**src/design/tcw_pkg.sv**
```systemverilog
// Package: widths, codes, command type and defaults of the text console writer.
package tcw_pkg;

	localparam int COLUMNS_DEFAULT = 80;
	localparam int ROWS_DEFAULT    = 25;

	localparam int ROW_W   = 5;
	localparam int COL_W   = 7;
	localparam int CHAR_W  = 8;
	localparam int CELL_W  = 16;
	localparam int COLOR_W = 4;
	localparam int TAB_W   = 5;

	localparam int CFG_INDEX_W = 2;
	localparam int CFG_DATA_W  = 5;

	localparam logic [CFG_INDEX_W-1:0] CFG_FOREGROUND = 2'd0;
	localparam logic [CFG_INDEX_W-1:0] CFG_BACKGROUND = 2'd1;
	localparam logic [CFG_INDEX_W-1:0] CFG_TAB_SIZE   = 2'd2;

	localparam logic [COLOR_W-1:0] FOREGROUND_RESET = 4'd7;
	localparam logic [COLOR_W-1:0] BACKGROUND_RESET = 4'd0;
	localparam logic [TAB_W-1:0]   TAB_SIZE_RESET   = 5'd4;

	localparam logic OPC_PUT  = 1'b0;
	localparam logic OPC_READ = 1'b1;

	localparam logic [CHAR_W-1:0] CH_BACKSPACE = 8'h08;
	localparam logic [CHAR_W-1:0] CH_TAB       = 8'h09;
	localparam logic [CHAR_W-1:0] CH_NEWLINE   = 8'h0A;
	localparam logic [CHAR_W-1:0] CH_FORMFEED  = 8'h0C;
	localparam logic [CHAR_W-1:0] CH_RETURN    = 8'h0D;
	localparam logic [CHAR_W-1:0] CH_SPACE     = 8'h20;

	// Blank grey-on-black cell written by the power-up clearing pass.
	localparam logic [CELL_W-1:0] CELL_RESET = 16'h0720;

	localparam int QUEUE_DEPTH = 2;

	typedef enum logic [2:0] {
		CMD_GLYPH     = 3'd0,
		CMD_NEWLINE   = 3'd1,
		CMD_RETURN    = 3'd2,
		CMD_BACKSPACE = 3'd3,
		CMD_TAB       = 3'd4,
		CMD_FORMFEED  = 3'd5,
		CMD_READ      = 3'd6
	} cmd_kind_t;

	typedef struct packed {
		cmd_kind_t         kind;
		logic [CHAR_W-1:0] ch;
		logic [ROW_W-1:0]  row;
		logic [COL_W-1:0]  col;
		logic              in_range;
	} cmd_t;

endpackage

```
**src/design/tcw_cmd_queue.sv**
```systemverilog
// Short command queue between the classifying front and the executing back.
module tcw_cmd_queue #(
	parameter int DEPTH = tcw_pkg::QUEUE_DEPTH
) (
	input  logic          clk,
	input  logic          arst_n,
	input  logic          push,
	input  tcw_pkg::cmd_t push_data,
	input  logic          pop,
	output tcw_pkg::cmd_t pop_data,
	output logic          empty,
	output logic          full
);

	localparam int PTR_W = $clog2(DEPTH);
	localparam int CNT_W = $clog2(DEPTH + 1);
	localparam logic [PTR_W-1:0] PTR_LAST = PTR_W'(DEPTH - 1);

	tcw_pkg::cmd_t    entry_q [DEPTH];
	logic [PTR_W-1:0] wr_ptr_q;
	logic [PTR_W-1:0] rd_ptr_q;
	logic [CNT_W-1:0] count_q;
	logic             do_push;
	logic             do_pop;

	assign do_push  = push && !full;
	assign do_pop   = pop && !empty;
	assign empty    = (count_q == '0);
	assign full     = (count_q == CNT_W'(DEPTH));
	assign pop_data = entry_q[rd_ptr_q];

	always_ff @(posedge clk) begin
		if (do_push) begin
			entry_q[wr_ptr_q] <= push_data;
		end
	end

	always_ff @(posedge clk or negedge arst_n) begin
		if (!arst_n) begin
			wr_ptr_q <= '0;
			rd_ptr_q <= '0;
			count_q  <= '0;
		end else begin
			if (do_push) begin
				wr_ptr_q <= (wr_ptr_q == PTR_LAST) ? '0 : wr_ptr_q + PTR_W'(1);
			end
			if (do_pop) begin
				rd_ptr_q <= (rd_ptr_q == PTR_LAST) ? '0 : rd_ptr_q + PTR_W'(1);
			end
			if (do_push && !do_pop) begin
				count_q <= count_q + CNT_W'(1);
			end else if (do_pop && !do_push) begin
				count_q <= count_q - CNT_W'(1);
			end
		end
	end

endmodule

```
**config.mk**
```make
export PLATFORM = sky130hd
export DESIGN_NAME = tcw_cmd_queue
export DESIGN_NICKNAME = d
export VERILOG_FILES = /design/src/design/tcw_pkg.sv /design/src/design/tcw_cmd_queue.sv
export SDC_FILE = /design/constraint.sdc
export NUM_CORES = 1
export LEC_CHECK = 0
export BUFFER_PORTS_ARGS = -buffer_cell sky130_fd_sc_hd__buf_4
export CELL_PAD_IN_SITES_DETAIL_PLACEMENT = 1
export CELL_PAD_IN_SITES_GLOBAL_PLACEMENT = 2
export CORE_ASPECT_RATIO = 1.5
export CORE_MARGIN = 2
export CORE_UTILIZATION = 33
export CTS_CLUSTER_SIZE = 8
export DETAILED_ROUTE_END_ITERATION = 10
export GPL_TIMING_DRIVEN = 0
export PLACE_DENSITY = 0.7
export RECOVER_POWER = 100
export SYNTH_ARGS = -nofsm -noshare
export SYNTH_HDL_FRONTEND = slang
export SYNTH_SLANG_ARGS = --single-unit
```
**constraint.sdc**
```tcl
create_clock -name clk -period 2.05 [get_ports clk]
set_input_delay 0.205 -clock clk [delete_from_list [all_inputs] [get_ports clk]]
set_output_delay 0.205 -clock clk [all_outputs]
set_load 0.01 [all_outputs]
```
==> results of run 1 <==
## how the worst max path moves through the flow
stage / startpoint / end / slack, ns / depth (start not counted)
floorplan: count_q[0] / entry_q[0][0] / 0.36 / 3
global placement: count_q[0] / entry_q[0][19] / -0.03 / 3
detailed placement: count_q[0] / entry_q[0][4] / -0.10 / 3
CTS: count_q[0] / entry_q[1][3] / 0.02 / 2
global route: rd_ptr_q / pop_data[0] / 0.16 / 4
finish: rd_ptr_q / pop_data[22] / 0.25 / 4
## cells in the final DEF (no fill, tap or decap), types with 2 or more instances in the layout
master	Yosys	layout
buf_4	0	22
clkbuf_1	0	16
clkbuf_2	0	2
clkbuf_4	0	16
clkbuf_8	0	5
dfrtp_1	4	4
edfxtp_1	48	48
inv_1	2	2
mux2_1	0	17
mux2_2	5	5
mux2_4	19	2
nor2_1	3	2
xnor2_1	3	3
xor2_1	2	2
## per-layer routing
layer	up-vias	global-route usage [%]
met3	5	3.027
met2	38	19.72
li1	474	-
met1	487	11.34
met5	-	0
met4	0	4.154
## layout make-up
class                      instances  area, um2
buffer                             3      21.27
clock buffer                       6      72.57
clock inverter                     2      35.03
fill                             635       3546
inverter                           2      7.507
multi-input combinational         37      375.4
sequential                        52       1541
tap                               74      92.59
timing repair buffer              54      351.6
## cells in the mapped netlist (all sizes together)
library cell / number / area share (%)
buf: 3 / 2.5
and3: 1 / 0.31
xnor2: 3 / 1.3
nand2b: 1 / 0.31
ha: 1 / 0.62
dfrtp: 4 / 4.9
mux2: 24 / 17
xor2: 2 / 0.86
edfxtp: 48 / 71
nor2: 3 / 0.55
o21ai: 1 / 0.25
nand2: 1 / 0.18
inv: 2 / 0.37
## sequential cells by signal, summed over array words and instances, names as in the netlist
name and cells:
rd_ptr_q 1, wr_ptr_q 1, entry_q 48, count_q 2
## kinds of logic (layout without fill, tap and decap cells)
group                      after synthesis  in the layout  share of synthesized area, %
xor gates and xnor gates                 5              5                         2.157
AOI/OAI and AO/OA                        1              1                        0.2462
and+or+nand+nor                          6              6                         1.356
adders and majority gates                1              1                        0.6160
DFF                                     52             52                         75.91
muxes                                   24             24                         16.82
buffers and inverters                    5             67                         2.896
## stage by stage
stage | setup TNS, ns | cells
3_5_place_dp | -2.495 | 221
3_3_place_gp | -0.6308 | 221
5_1_grt | 0 | 230
6_report | 0 | 230
2_1_floorplan | 0 | 94
4_1_cts | 0 | 230
## worst max-delay path: cells and delay by family, from the launching register on
| kind | cells | cell delay (ns) |
|---|---|---|
| muxes | 1 | 0.38 |
| buffers and inverters | 3 | 0.57 |
| DFF | 1 | 0.35 |
## power breakdown
| part | internal (mW) | switching, mW | total (mW) |
|---|---|---|---|
| Combinational | 0.549 | 0.579 | 1.13 |
| Clock | 0.362 | 0.315 | 0.677 |
| Sequential | 1.46 | 0.0845 | 1.54 |
## repair_timing
action,in CTS,in global routing
gates resized for setup,1,1
setup buffers,0,0
endpoints found under the setup margin,24,24
hold buffers,1,0
endpoints found under the hold margin,4,0
==> flow_summary.ini, run 1 <==
[status]
status = completed

[finish]
n_antenna_cell = 0
finalInstanceArea_mm2 = 0.002497
finalNetCount = 184
area_delta_synth_final_pct = 22.98
postLayoutCoreUtil_pct = 41.33
drive_above_1_share_pct = 36.54

[timing]
finalClockSkew_ns = 0.006223
hold_ws_ns = 0.1118
worst_pin_slew_ns = 0.7141
setup_ws_ns = 0.2518
fmax_mhz = 556.1
period_minus_slack_ns = 1.798
maxSlewViolCount = 0
finalSetupViolations = 0
period_share_pct = 87.72
rsz0062_at_grt = false
hold_violations = 0
relSlewSlack_pct = 52.28

[yosys]
ys_warn_count = 0
synth.distinct_cells = 15
seq_area_frac_synth_pct = 75.91
syn_inst = 94
avgSynthCellArea_um2 = 21.60
ys_ff_latch = 52
synth_fp_nets = 123
synth_area_mm2 = 0.002031

[critical_path]
crit_slowest_cell = mux2_1
path_class = reg2out
cpPeakStageDelay_ns = 0.38
r2r_end = entry_q[0][8]
r2r_start = count_q[0]
critPathArrivalTime_ns = 1.59
cp_max_fo = 10
crit_path_end_kind = output port
required_ns = 1.85
reg2reg_depth = 3
reg2reg_slack_ns = 0.36
start_kind = flip-flop
path_cells = buf_6, clkbuf_2, mux2_1, buf_4

[power_and_ir_drop]
power_mw = 3.350
cellPowerDensity_mw_per_mm2 = 1342
ir_worst_vdd_v = 0.0008083
p_leak_nw = 0.9245

[route]
drtIter0Drc = 51
maxUsedRoutingLayer = met4
wl_per_cell_um = 15.04
wirelength_met1_um = 1264
routed-wl-met2_um = 1903
ant_nets = 0
drc = 0
routed_via_density = 4.365
finalWirelength_um = 3460
first_pass_iters = 3
wl_met3_um = 227
vias = 1004

[place]
placed_area_mm2 = 0.002524
pre_cts_ws_ns = -0.1047
hpwlAfterDp_um = 2424
port_buffers = 53
finalWeightedCongestion = 0.5761

[clocking]
clk_latency_ns = 0.30
h-tree-depth = 2
clk_path_buf_depth = 2
numClockSinks = 52
clock-root-buffer = clkbuf_8
cts_tree = yes
cts_buffers = 5
path_clk_slew_ns = 0.09

[floorplan]
start_util_pct = 33.60
rows = 35
die_y_um = 100.1
coreArea_mm2 = 0.006043
die_w_um = 68.05
io_pins = 54
die_area_mm2 = 0.006810

[global_routing]
grt_pass1_vias = 1123
grt_util_all_layers_pct = 10.83
grt_max_degree = 25
grt_pass1_wl_um = 5333
grt_overflow = 0
antenna_found_initial = 0

[min_path]
worstHoldStart = push_data[6]
min_path_cells = 1
hold_class = in2reg
hold_end = entry_q[0][6]

[job]
drv_cap = 0
(Power assumes the default switching activity.)
==> inputs of run 2 (changes only) <==
--- a/config.mk
+++ b/config.mk
@@ -14,7 +14,7 @@
 export CTS_CLUSTER_SIZE = 8
 export DETAILED_ROUTE_END_ITERATION = 10
 export GPL_TIMING_DRIVEN = 0
-export PLACE_DENSITY = 0.7
+export PLACE_DENSITY_LB_ADDON = 0.1
 export RECOVER_POWER = 100
 export SYNTH_ARGS = -nofsm -noshare
 export SYNTH_HDL_FRONTEND = slang
==> constraint.sdc (replaced) <==
create_clock -name clk -period 2.24 [get_ports clk]
set_input_delay 0.224 -clock clk [delete_from_list [all_inputs] [get_ports clk]]
set_output_delay 0.224 -clock clk [all_outputs]
set_load 0.01 [all_outputs]
==> flow_summary.ini, run 2 (same netlist as run 1, synthesis figures left out) <==
[status]
status = completed

[timing]
relSlewSlack_pct = 19.04
period_minus_slack_ns = 2.000
period_share_pct = 89.28
worst_pin_slew_ns = 1.214
finalSetupTns_ns = 0
maxSlewViolCount = 0
setup_ws_ns = 0.2402
rsz0062_at_grt = false
fmax_mhz = 500.0
hold_violations = 0
finalClockSkew_ns = 0.004469
finalSetupViolations = 0

[floorplan]
rows = 35
die_area_mm2 = 0.006810
coreArea_mm2 = 0.006043
die_w_um = 68.05
io_pins = 54
die_y_um = 100.1
start_util_pct = 33.60

[finish]
n_antenna_cell = 0
final_cell_mix = edfxtp_1, buf_4, clkbuf_4
area_delta_synth_final_pct = 24.95
reg_top3 = entry_q (48), count_q (2)
top_register = entry_q
final_common_cell = edfxtp_1
finalNetCount = 185
largest_reg_flops = 48
fin_cells = 231
postLayoutCoreUtil_pct = 41.99
drive_above_1_share_pct = 36.94

[place]
port_buffers = 53
finalWeightedCongestion = 0.5724
hpwlAfterDp_um = 2484
dpl.cell_count = 222
pre_cts_ws_ns = 0.1716

[power_and_ir_drop]
ir_worst_vdd_v = 0.0004737
cellPowerDensity_mw_per_mm2 = 1234
p_leak_nw = 0.9485

[critical_path]
path_class = reg2reg
reg2reg_depth = 2
path_depth = 2
start_kind = flip-flop
r2r_start = count_q[0]
cp-startpoint = count_q[0]
crit_path_end_kind = flip-flop
crit_end = entry_q[1][14]
cpPeakStageDelay_ns = 0.99
path_delay_family = simple AND/OR/NAND/NOR gates
required_ns = 2.16
cp_max_fo = 24
critical_path_buf_inv_count = 0
critPathArrivalTime_ns = 1.92
crit_slowest_cell = and3_1
path_cells = nand2b_1, and3_1
r2r_end = entry_q[1][14]
reg2reg_slack_ns = 0.24

[clocking]
clk_path_buf_depth = 2
cts_resized = 0
cts_buffers = 5
clock-root-buffer = clkbuf_8
h-tree-depth = 2
cts_tree = yes
clk_latency_ns = 0.30
path_clk_slew_ns = 0.09
numClockSinks = 52

[global_routing]
grt_pass1_vias = 1167
grt.met2_usage_pct = 20.99
globalRouteMet1Util_pct = 10.86
grt_use_met3_pct = 3.700
grt_pass1_wl_um = 5478
grt_overflow = 0
antenna_found_initial = 0
grt_util_all_layers_pct = 11.34
grt_busiest_layer = met2
grt_max_degree = 25

[route]
ant_nets = 0
drc = 0
drtIter0Drc = 37
vias = 1018
finalWirelength_um = 3508
wl_per_cell_um = 15.19
routed_via_density = 4.407
first_pass_iters = 3

[min_path]
hold_class = in2reg

[job]
drv_cap = 0
run 2: cell types whose count changed in the layout (fill, tap and decap cells not counted):
cell,delta
clkbuf_4,+3
buf_12,+2
buf_4,-2
clkbuf_2,-2
mux2_1,-2
mux2_4,+2
and3_1,+1
and3_2,-1
buf_6,-1
buf_8,+1
nor2_1,+1
nor2_4,-1
run 2: how the worst min path moves through the flow:
stage	start	to	slack [ns]	cells after the start
finish	push_data[4]	entry_q[0][4]	0.13	1
global route	push_data[13]	entry_q[0][13]	0.11	1
CTS	push_data[4]	entry_q[0][4]	0.09	1
detailed placement	arst_n	wr_ptr_q	0.03	1
global placement	arst_n	wr_ptr_q	0.02	1
floorplan	arst_n	count_q[0]	-0.07	0
run 2: what timing repair did:
action / in CTS / in global routing
hold buffers: 1 / 0
endpoints found under the hold margin: 4 / 0
setup buffers: 0 / 0
run 2: cell type report:
class | count | area, um2
Fill cell | 623 | 3506
Sequential cell | 52 | 1541
Multi-Input combinational cell | 37 | 374.1
Timing Repair Buffer | 55 | 370.4
Tap cell | 74 | 92.59
Clock buffer | 6 | 72.57
Buffer | 3 | 43.79
Clock inverter | 2 | 35.03
Inverter | 2 | 7.507
run 2: metrics by stage:
step	hold WS [ns]	total power [mW]	area, um2
4_1_cts	0.09133	3.413	2656
5_1_grt	0.1098	3.334	2537
3_5_place_dp	0.02636	2.790	2539
6_report	0.1293	3.130	2537
3_3_place_gp	0.02313	2.729	2521
2_1_floorplan	-0.07159	2.259	2031
run 2: routing by layer:
metal | wire, um | vias to the layer above
met2 | 2005 | 33
met4 | 76 | 0
met5 | 0 | -
met1 | 1211 | 501
li1 | - | 479
met3 | 213 | 5
run 2: where the power goes:
group / total [mW] / internal (mW) / switching [mW]
registers: 1.41 / 1.34 / 0.0731
clock network: 0.619 / 0.332 / 0.287
logic: 1.10 / 0.559 / 0.542
total: 3.13 / 2.23 / 0.902
