<file path="src/design/tcw_pkg.sv">
// Package: widths, codes, command type and defaults of the text console writer.
package tcw_pkg;

	localparam int COLUMNS_DEFAULT = 80;
	localparam int ROWS_DEFAULT    = 25;

	localparam int ROW_W   = 5;
	localparam int COL_W   = 7;
	localparam int CHAR_W  = 8;
	localparam int CELL_W  = 16;
	localparam int COLOR_W = 4;
	localparam int TAB_W   = 5;

	localparam int CFG_INDEX_W = 2;
	localparam int CFG_DATA_W  = 5;

	localparam logic [CFG_INDEX_W-1:0] CFG_FOREGROUND = 2'd0;
	localparam logic [CFG_INDEX_W-1:0] CFG_BACKGROUND = 2'd1;
	localparam logic [CFG_INDEX_W-1:0] CFG_TAB_SIZE   = 2'd2;

	localparam logic [COLOR_W-1:0] FOREGROUND_RESET = 4'd7;
	localparam logic [COLOR_W-1:0] BACKGROUND_RESET = 4'd0;
	localparam logic [TAB_W-1:0]   TAB_SIZE_RESET   = 5'd4;

	localparam logic OPC_PUT  = 1'b0;
	localparam logic OPC_READ = 1'b1;

	localparam logic [CHAR_W-1:0] CH_BACKSPACE = 8'h08;
	localparam logic [CHAR_W-1:0] CH_TAB       = 8'h09;
	localparam logic [CHAR_W-1:0] CH_NEWLINE   = 8'h0A;
	localparam logic [CHAR_W-1:0] CH_FORMFEED  = 8'h0C;
	localparam logic [CHAR_W-1:0] CH_RETURN    = 8'h0D;
	localparam logic [CHAR_W-1:0] CH_SPACE     = 8'h20;

	// Blank grey-on-black cell written by the power-up clearing pass.
	localparam logic [CELL_W-1:0] CELL_RESET = 16'h0720;

	localparam int QUEUE_DEPTH = 2;

	typedef enum logic [2:0] {
		CMD_GLYPH     = 3'd0,
		CMD_NEWLINE   = 3'd1,
		CMD_RETURN    = 3'd2,
		CMD_BACKSPACE = 3'd3,
		CMD_TAB       = 3'd4,
		CMD_FORMFEED  = 3'd5,
		CMD_READ      = 3'd6
	} cmd_kind_t;

	typedef struct packed {
		cmd_kind_t         kind;
		logic [CHAR_W-1:0] ch;
		logic [ROW_W-1:0]  row;
		logic [COL_W-1:0]  col;
		logic              in_range;
	} cmd_t;

endpackage

</file>
<file path="src/design/tcw_front.sv">
// Front end: input handshake, classification of items into commands.
module tcw_front #(
	parameter int COLUMNS = tcw_pkg::COLUMNS_DEFAULT,
	parameter int ROWS    = tcw_pkg::ROWS_DEFAULT
) (
	input  logic                       in_valid,
	output logic                       in_stall,
	input  logic                       opcode,
	input  logic [tcw_pkg::CHAR_W-1:0] character,
	input  logic [tcw_pkg::ROW_W-1:0]  read_row,
	input  logic [tcw_pkg::COL_W-1:0]  read_column,
	input  logic                       queue_full,
	input  logic                       init_busy,
	output logic                       push,
	output tcw_pkg::cmd_t              cmd
);

	localparam int ROWC_W = tcw_pkg::ROW_W + 1;
	localparam int COLC_W = tcw_pkg::COL_W + 1;
	localparam logic [ROWC_W-1:0] ROWS_L    = ROWC_W'(ROWS);
	localparam logic [COLC_W-1:0] COLUMNS_L = COLC_W'(COLUMNS);

	// Hold off while the queue is full or the buffer is still being cleared.
	assign in_stall = queue_full || init_busy;
	assign push     = in_valid && !in_stall;

	always_comb begin
		cmd.ch       = character;
		cmd.row      = read_row;
		cmd.col      = read_column;
		cmd.in_range = ({1'b0, read_row} < ROWS_L) && ({1'b0, read_column} < COLUMNS_L);
		if (opcode == tcw_pkg::OPC_READ) begin
			cmd.kind = tcw_pkg::CMD_READ;
		end else begin
			unique case (character)
				tcw_pkg::CH_NEWLINE:   cmd.kind = tcw_pkg::CMD_NEWLINE;
				tcw_pkg::CH_RETURN:    cmd.kind = tcw_pkg::CMD_RETURN;
				tcw_pkg::CH_BACKSPACE: cmd.kind = tcw_pkg::CMD_BACKSPACE;
				tcw_pkg::CH_TAB:       cmd.kind = tcw_pkg::CMD_TAB;
				tcw_pkg::CH_FORMFEED:  cmd.kind = tcw_pkg::CMD_FORMFEED;
				default:               cmd.kind = tcw_pkg::CMD_GLYPH;
			endcase
		end
	end

endmodule

</file>
<file path="config.mk">
export PLATFORM = sky130hd
export DESIGN_NAME = tcw_front
export DESIGN_NICKNAME = d
export VERILOG_FILES = /design/src/design/tcw_pkg.sv /design/src/design/tcw_front.sv
export SDC_FILE = /design/constraint.sdc
export NUM_CORES = 1
export LEC_CHECK = 0
export BUFFER_PORTS_ARGS = -buffer_cell sky130_fd_sc_hd__buf_2
export CAP_MARGIN = 20
export CORE_AREA = 2 2 39 41
export DETAILED_ROUTE_END_ITERATION = 8
export DIE_AREA = 0 0 41 43
export GPL_ROUTABILITY_DRIVEN = 0
export PLACE_DENSITY = 0.65
export SYNTH_ARGS = -nofsm -noshare
export SYNTH_HDL_FRONTEND = slang
export SYNTH_SLANG_ARGS = --single-unit
export TNS_END_PERCENT = 30
</file>
<file path="constraint.sdc">
create_clock -name vclk -period 0.8
set_clock_uncertainty 0.1 [all_clocks]
set_input_delay 0.04 -clock vclk [all_inputs]
set_output_delay 0.04 -clock vclk [all_outputs]
set_load 0.005 [all_outputs]
</file>
==> results of run 1 <==
==> layout make-up <==
cell class                 instances  area, sq um  area share, %
inverter                           1         3.75          0.882
multi-input combinational         14          128           30.0
tap                               16         20.0           4.71
timing repair buffer              47          274           64.4
==> layer usage <==
layer  routed length (um)  GRT usage, %
met5                    0             0
met4                    0             0
met3                   68             0
met2                  474          16.6
met1                  176          5.06
==> logic make-up (layout without fill, tap and decap cells) <==
kind of cell	count (synthesis)	count (layout)	share of synthesized area, %
XOR/XNOR	2	2	6.57
AO/OA/AOI/OAI	5	5	14.6
buffers and inverters	21	48	57.7
AND/OR/NAND/NOR	7	7	21.1
==> stage by stage <==
| step | std cells | setup slack, ns | setup TNS [ns] | utilization, % | cell area [sq um] |
|---|---|---|---|---|---|
| CTS | 78 | -0.0500 | -0.124 | 29.7 | 412 |
| floorplan | 35 | 0.180 | 0 | - | 267 |
| global placement | 74 | -0.0777 | -0.209 | 25.6 | 354 |
| detailed placement | 74 | -0.0892 | -0.266 | 25.6 | 354 |
| finish | 78 | -0.0538 | -0.106 | 30.7 | 425 |
| global route | 78 | -0.0820 | -0.197 | 30.7 | 425 |
==> what timing repair did <==
item	CTS	global route
hold buffers	4	0
hold endpoints to repair	4	0
setup endpoints to repair	4	4
resized for setup	4	4
pin swaps	5	3
==> report_power, final <==
| part | internal, mW | switching [mW] |
|---|---|---|
| Clock | 0 | 0 |
| Sequential | 0 | 0 |
| Combinational | 0.119 | 0.0794 |
| Total | 0.119 | 0.0794 |
==> path summary, 6_finish.rpt <==
check	from	endpoint	slack, ns	cells after the start
max	character[1]	cmd[23]	-0.05	4
min	read_column[6]	cmd[7]	0.16	2
==> flow_summary.yaml, run 1 <==
sta:
  max_freq_mhz: 1170
  relSlewSlack_pct: 84.4
  rsz0062_at_grt: "yes"
  layout_setup_ws_ns: -0.0538
  hold_slack_ns: 0.159
  tightest_slew_ns: 0.233
  slew_viol_final: 0
  post-route-period-util_pct: 107
  fin_crit_ns: 0.854
  setup_viol: 2
  hold_viol_final: 0
cells_and_area:
  diodes: 0
  regArea_sq_um: 0
  n_fill_cell: 158
  numSequentialCells: 0
  final_cell_mix: "buf_2, dlygate4sd3_1, a31o_1, nor2_1"
  area_growth_pct: 59.6
  clock_buffers: 0
  final_common_cell: "buf_2"
  final_layout_size_suffix_gt1_share_pct: 77.4
  num-nets-final: 88
synth:
  synth_commonest_cells: "buf_4, nor2_1, a31o_1"
  yosysTopAreaCell: "buf_4"
  ys_top_cells_by_area: "buf_4, nor4b_4, a31o_1"
  avgSynthCellArea_sq_um: 7.61
  yosysTopAreaCellShare_pct: 56.3
  netlist_instances: 35
  seq_area_frac_synth_pct: 0
  yosys_warnings: 0
  synth_nets: 59
  synth_cell_type_count: 13
  syn_area_sq_um: 267
  yosysMostFrequentCell: "buf_4"
routing:
  first_pass_iters: 1
  routedWlPerCell_um: 9.22
  route.detailed.drc: 0
  vias: 311
  routed_wl_um: 719
  via_per_inst: 3.99
  drtIter0Drc: 0
  ant_nets: 0
clock_network:
  postCtsSetupBuffers: 0
power:
  cellPowerDensity_nw_per_um2: 467
  peakVddDrop_uv: 119
  leakage_nw: 0.237
  total_power_uw: 199
worst_setup_path:
  cp.buffers_inverters: 2
  cp_slowest_stage_delay_ns: 0.29
  slowest_stage: "nor4b_4"
  cp_data_required_time_ns: 0.66
  cp_top_family: "simple AND/OR/NAND/NOR gates"
  cp.arrival_ns: 0.71
  cp-start-kind: "input pin"
  critPathMaxFanout: 3
  crit_type: "in -> out"
  endpoint_kind: "output pin"
  worstPathCellList: "buf_8, nor4b_4, a31o_1, buf_2"
die:
  die_w_um: 41
  initial_core_util_pct: 19.3
  die_h_um: 43
  pin_count: 50
  num_rows: 14
  die_area_sq_um: 1760
  core_area_sq_um: 1380
grt:
  grt_remaining_overflow: 0
  grtUsageTotal_pct: 6.89
  grt_pass1_wl_um: 890
  grt_max_degree: 5
  antenna_found_initial: 0
  grt_pass1_vias: 241
outcome:
  run_status: "finished with violations"
  violations: "setup timing"
flow_run:
  maxCapViolations: 0
place:
  port_buffers: 42
  dp_hpwl_um: 633
worst_hold_path:
  hold_path_class: "in -> out"
No activity file was read; power rests on OpenSTA's default activity.
==> run 2: changes to the inputs <==
--- a/config.mk
+++ b/config.mk
@@ -6,10 +6,9 @@
 export NUM_CORES = 1
 export LEC_CHECK = 0
 export BUFFER_PORTS_ARGS = -buffer_cell sky130_fd_sc_hd__buf_2
-export CAP_MARGIN = 20
-export CORE_AREA = 2 2 39 41
+export CORE_AREA = 5 5 42 44
 export DETAILED_ROUTE_END_ITERATION = 8
-export DIE_AREA = 0 0 41 43
+export DIE_AREA = 0 0 47 49
 export GPL_ROUTABILITY_DRIVEN = 0
 export PLACE_DENSITY = 0.65
 export SYNTH_ARGS = -nofsm -noshare
==> run 2 against run 1 <==
Net effect:
- global-route usage shrank 0.79 points
- largest power group unchanged
- hold slack about the same
- maximum frequency increased by 0.76%
- die area increased by 31%
- the flow still finishes with violations (setup timing)
- design area shrank 2.1%
- sequential share of layout area unchanged
- cell count down 1.3%
- first-iteration DRC count rose by 2
- highest routed layer unchanged
- flip-flop and latch count is the same
- non-clock buffer count down 1
- power fell by 1.5%
- largest cell class unchanged
- via count shrank 3.2%
==> flow_summary.yaml, run 2 (synthesized netlist as in run 1, its figures left out) <==
power:
  p_sw_uw: 77.8
  clkPwrFrac_pct: 0
  peakVddDrop_uv: 139
  p_int_uw: 118
  switching_share_pct: 39.7
  leakage_nw: 0.234
  power_frac_seq_pct: 0
  combPwrFrac_pct: 100.0
  total_power_uw: 196
  cellPowerDensity_nw_per_um2: 470
sta:
  setup_tns_ns: -0.0789
  setup_viol: 2
  tightest_slew_ns: 0.213
  rsz0062_at_grt: "yes"
  post-route-period-util_pct: 106
  relSlewSlack_pct: 85.6
  fin_crit_ns: 0.847
  max_freq_mhz: 1180
  hold_slack_ns: 0.159
  hold_viol_final: 0
  layout_setup_ws_ns: -0.0474
  slew_viol_final: 0
cells_and_area:
  final-instance-count-excl-fill: 77
  final_layout_size_suffix_gt1_share_pct: 75.4
  diodes: 0
  fin_util_pct: 29.7
  regArea_sq_um: 0
  multi_input_area_sq_um: 120
  stdcell_area_sq_um: 417
  num-nets-final: 87
  clock_buffers: 0
  area_growth_pct: 56.3
  final_cell_mix: "buf_2, dlygate4sd3_1, a31o_1, nor2_1, buf_6"
  numSequentialCells: 0
  final_common_cell: "buf_2"
  n_fill_cell: 162
place:
  port_buffers: 42
  dpl_cell_area_sq_um: 347
  dp.cells: 73
  place_ws_ns: -0.0940
routing:
  routedWlPerCell_um: 9.91
  drtIter0Drc: 2
  via_per_inst: 3.91
  routed_wl_um: 763
  ant_nets: 0
  route.detailed.drc: 0
  first_pass_iters: 2
  vias: 301
worst_setup_path:
  cp-start-kind: "input pin"
  crit_type: "in -> out"
  cp.arrival_ns: 0.71
  cp_data_required_time_ns: 0.66
  endpoint_kind: "output pin"
  critPathMaxFanout: 3
die:
  die_w_um: 47
  num_rows: 14
  pin_count: 50
  die_h_um: 49
  initial_core_util_pct: 19.0
  core_area_sq_um: 1400
  die_area_sq_um: 2300
grt:
  grt_pass1_wl_mm: 1.16
  grt_max_degree: 5
  grt_remaining_overflow: 0
  antenna_found_initial: 0
  grtUsageTotal_pct: 6.11
  grt_pass1_vias: 283
worst_hold_path:
  hold_path_class: "in -> out"
outcome:
  run_status: "finished with violations"
  violations: "setup timing"
flow_run:
  maxCapViolations: 0
[run 2: critical path, cell delays in order]
cell and delay [ns]:
buf_8 0.10, nor4b_4 0.28, a31o_1 0.18, buf_2 0.11
[run 2: final timing paths]
check,to,depth (start not counted),startpoint
worst max-delay path,cmd[23],4,character[6]
worst min-delay path,cmd[6],2,read_column[5]
[run 2: power groups by stage]
| stage | sequential [mW] | combinational (mW) | clock, mW |
|---|---|---|---|
| finish | 0 | 0.196 | 0 |
| global route | 0 | 0.218 | 0 |
| CTS | 0 | 0.198 | 0 |
| detailed placement | 0 | 0.165 | 0 |
| global placement | 0 | 0.162 | 0 |
| floorplan | 0 | 0.115 | 0 |
[run 2: layout make-up]
cell class | instances | area share [%]
well taps | 16 | 4.80
inverters | 1 | 0.901
repair buffers | 46 | 65.5
multi-input cells | 14 | 28.8
[run 2: per-layer routing]
| metal | wire [um] | vias to the layer above | track usage, % |
|---|---|---|---|
| met1 | 234 | 128 | 7.17 |
| met5 | 0 | - | 0 |
| met3 | 114 | 0 | 1.11 |
| li1 | - | 151 | - |
| met4 | 0 | 0 | 0 |
| met2 | 415 | 22 | 11.5 |
[run 2: timing repair]
item / CTS / global route
resized for setup: 9 / 1
endpoints found under the setup margin: 4 / 5
pin swaps: 5 / 0
buffers inserted: 0 / 0
hold endpoints to repair: 4 / 0
hold buffers: 4 / 0
==> run 3: changes to the inputs <==
--- a/config.mk
+++ b/config.mk
@@ -11,6 +11,7 @@
 export DIE_AREA = 0 0 47 49
 export GPL_ROUTABILITY_DRIVEN = 0
 export PLACE_DENSITY = 0.65
+export SKIP_LAST_GASP = 1
 export SYNTH_ARGS = -nofsm -noshare
 export SYNTH_HDL_FRONTEND = slang
 export SYNTH_SLANG_ARGS = --single-unit
==> run 3 against run 2 <==
Net effect:
- the flow still finishes with violations (setup timing)
- non-clock buffer count unchanged
- sequential share of layout area stayed put
- hold slack is the same
- combinational power fell by 3%
- power down 2.4%
- worst setup slack worse by 0.0012 ns
- maximum frequency down 0.14%
- clock-buffer cell count is the same
- critical path type unchanged
- critical endpoint unchanged
- largest power group unchanged
==> flow_summary.yaml, run 3 (synthesized netlist as in run 1, its figures left out) <==
routing:
  routedWlPerCell_um: 9.91
  drtIter0Drc: 3
  ant_nets: 0
  first_pass_iters: 2
  via_per_inst: 3.97
  route.detailed.drc: 0
  vias: 306
  routed_wl_um: 763
cells_and_area:
  numSequentialCells: 0
  stdcell_area_sq_um: 408
  num-nets-final: 87
  regArea_sq_um: 0
  final_cell_mix: "buf_2, dlygate4sd3_1, nor2_1"
  multi_input_area_sq_um: 118
  final-instance-count-excl-fill: 77
  diodes: 0
  final_common_cell: "buf_2"
  n_fill_cell: 163
  area_growth_pct: 53.1
  final_layout_size_suffix_gt1_share_pct: 73.8
  clock_buffers: 0
clock_network:
  postCtsSetupBuffers: 0
sta:
  fin_crit_ns: 0.849
  slew_viol_final: 0
  layout_setup_ws_ns: -0.0486
  post-route-period-util_pct: 106
  hold_viol_final: 0
  relSlewSlack_pct: 85.6
  setup_tns_ns: -0.122
  setup_viol: 3
  hold_slack_ns: 0.159
  max_freq_mhz: 1180
  rsz0062_at_grt: "yes"
  tightest_slew_ns: 0.213
flow_run:
  maxCapViolations: 0
worst_setup_path:
  critPathMaxFanout: 3
  crit_type: "in -> out"
  cp.arrival_ns: 0.71
  endpoint_kind: "output pin"
  cp_data_required_time_ns: 0.66
  cp-startpoint: "character[6]"
  cp-start-kind: "input pin"
worst_hold_path:
  worstHoldEndpoint: "cmd[6]"
  min_path_cells: 2
  hold_path_class: "in -> out"
  hold_path_startpoint: "read_column[5]"
die:
  die_h_um: 49
  die_w_um: 47
  num_rows: 14
  initial_core_util_pct: 19.0
  pin_count: 50
  core_area_sq_um: 1400
  die_area_sq_um: 2300
outcome:
  violations: "setup timing"
  run_status: "finished with violations"
place:
  dp.cells: 73
  port_buffers: 42
  dpl_cell_area_sq_um: 347
grt:
  grt_remaining_overflow: 0
  grt_max_degree: 5
  grtUsageTotal_pct: 6.04
  grt_pass1_wl_mm: 1.15
  antenna_found_initial: 0
  grt_pass1_vias: 282
power:
  cellPowerDensity_nw_per_um2: 468
  leakage_nw: 0.232
  peakVddDrop_uv: 132
==> run 3: layout make-up <==
type               count  share of cell area [%]
well taps             16                    4.91
multi-input cells     14                    28.8
inverters              1                   0.920
repair buffers        46                    65.3
==> run 3: timing repair <==
item,in CTS,in global routing
hold buffers,4,0
setup endpoints to repair,4,5
endpoints found under the hold margin,4,0
resized for setup,7,0
pin swaps,2,0
==> run 3: worst max-delay path by stage <==
stage                    to  slack, ns  cells after the start
global route        cmd[23]      -0.10                      4
floorplan           cmd[22]       0.18                      2
detailed placement  cmd[23]      -0.09                      4
CTS                 cmd[23]      -0.06                      4
finish              cmd[23]      -0.05                      4
global placement    cmd[21]      -0.07                      4
==> run 3: critical path, stage by stage <==
cell	delay [ns]
buf_8	0.10
nor4b_4	0.29
a31o_1	0.17
buf_2	0.10
==> run 3: power by group <==
group | internal (mW) | switching, mW
logic | 0.114 | 0.0766
clock network | 0 | 0
registers | 0 | 0
total | 0.114 | 0.0766
==> run 3: metal layers <==
metal | track usage (%) | vias up | routed length, um
met3 | 1.11 | 0 | 114
met2 | 11.3 | 22 | 413
met1 | 7.17 | 132 | 236
met5 | 0 | - | 0
li1 | - | 152 | -
met4 | 0 | 0 | 0
==> run 3: stage by stage <==
stage / setup WS [ns] / util [%] / total power [mW]
after floorplan: 0.180 / - / 0.115
after global placement: -0.0718 / 24.7 / 0.162
after detailed placement: -0.0940 / 24.7 / 0.165
after CTS: -0.0606 / 29.1 / 0.195
after global routing: -0.103 / 29.1 / 0.213
final: -0.0486 / 29.1 / 0.191
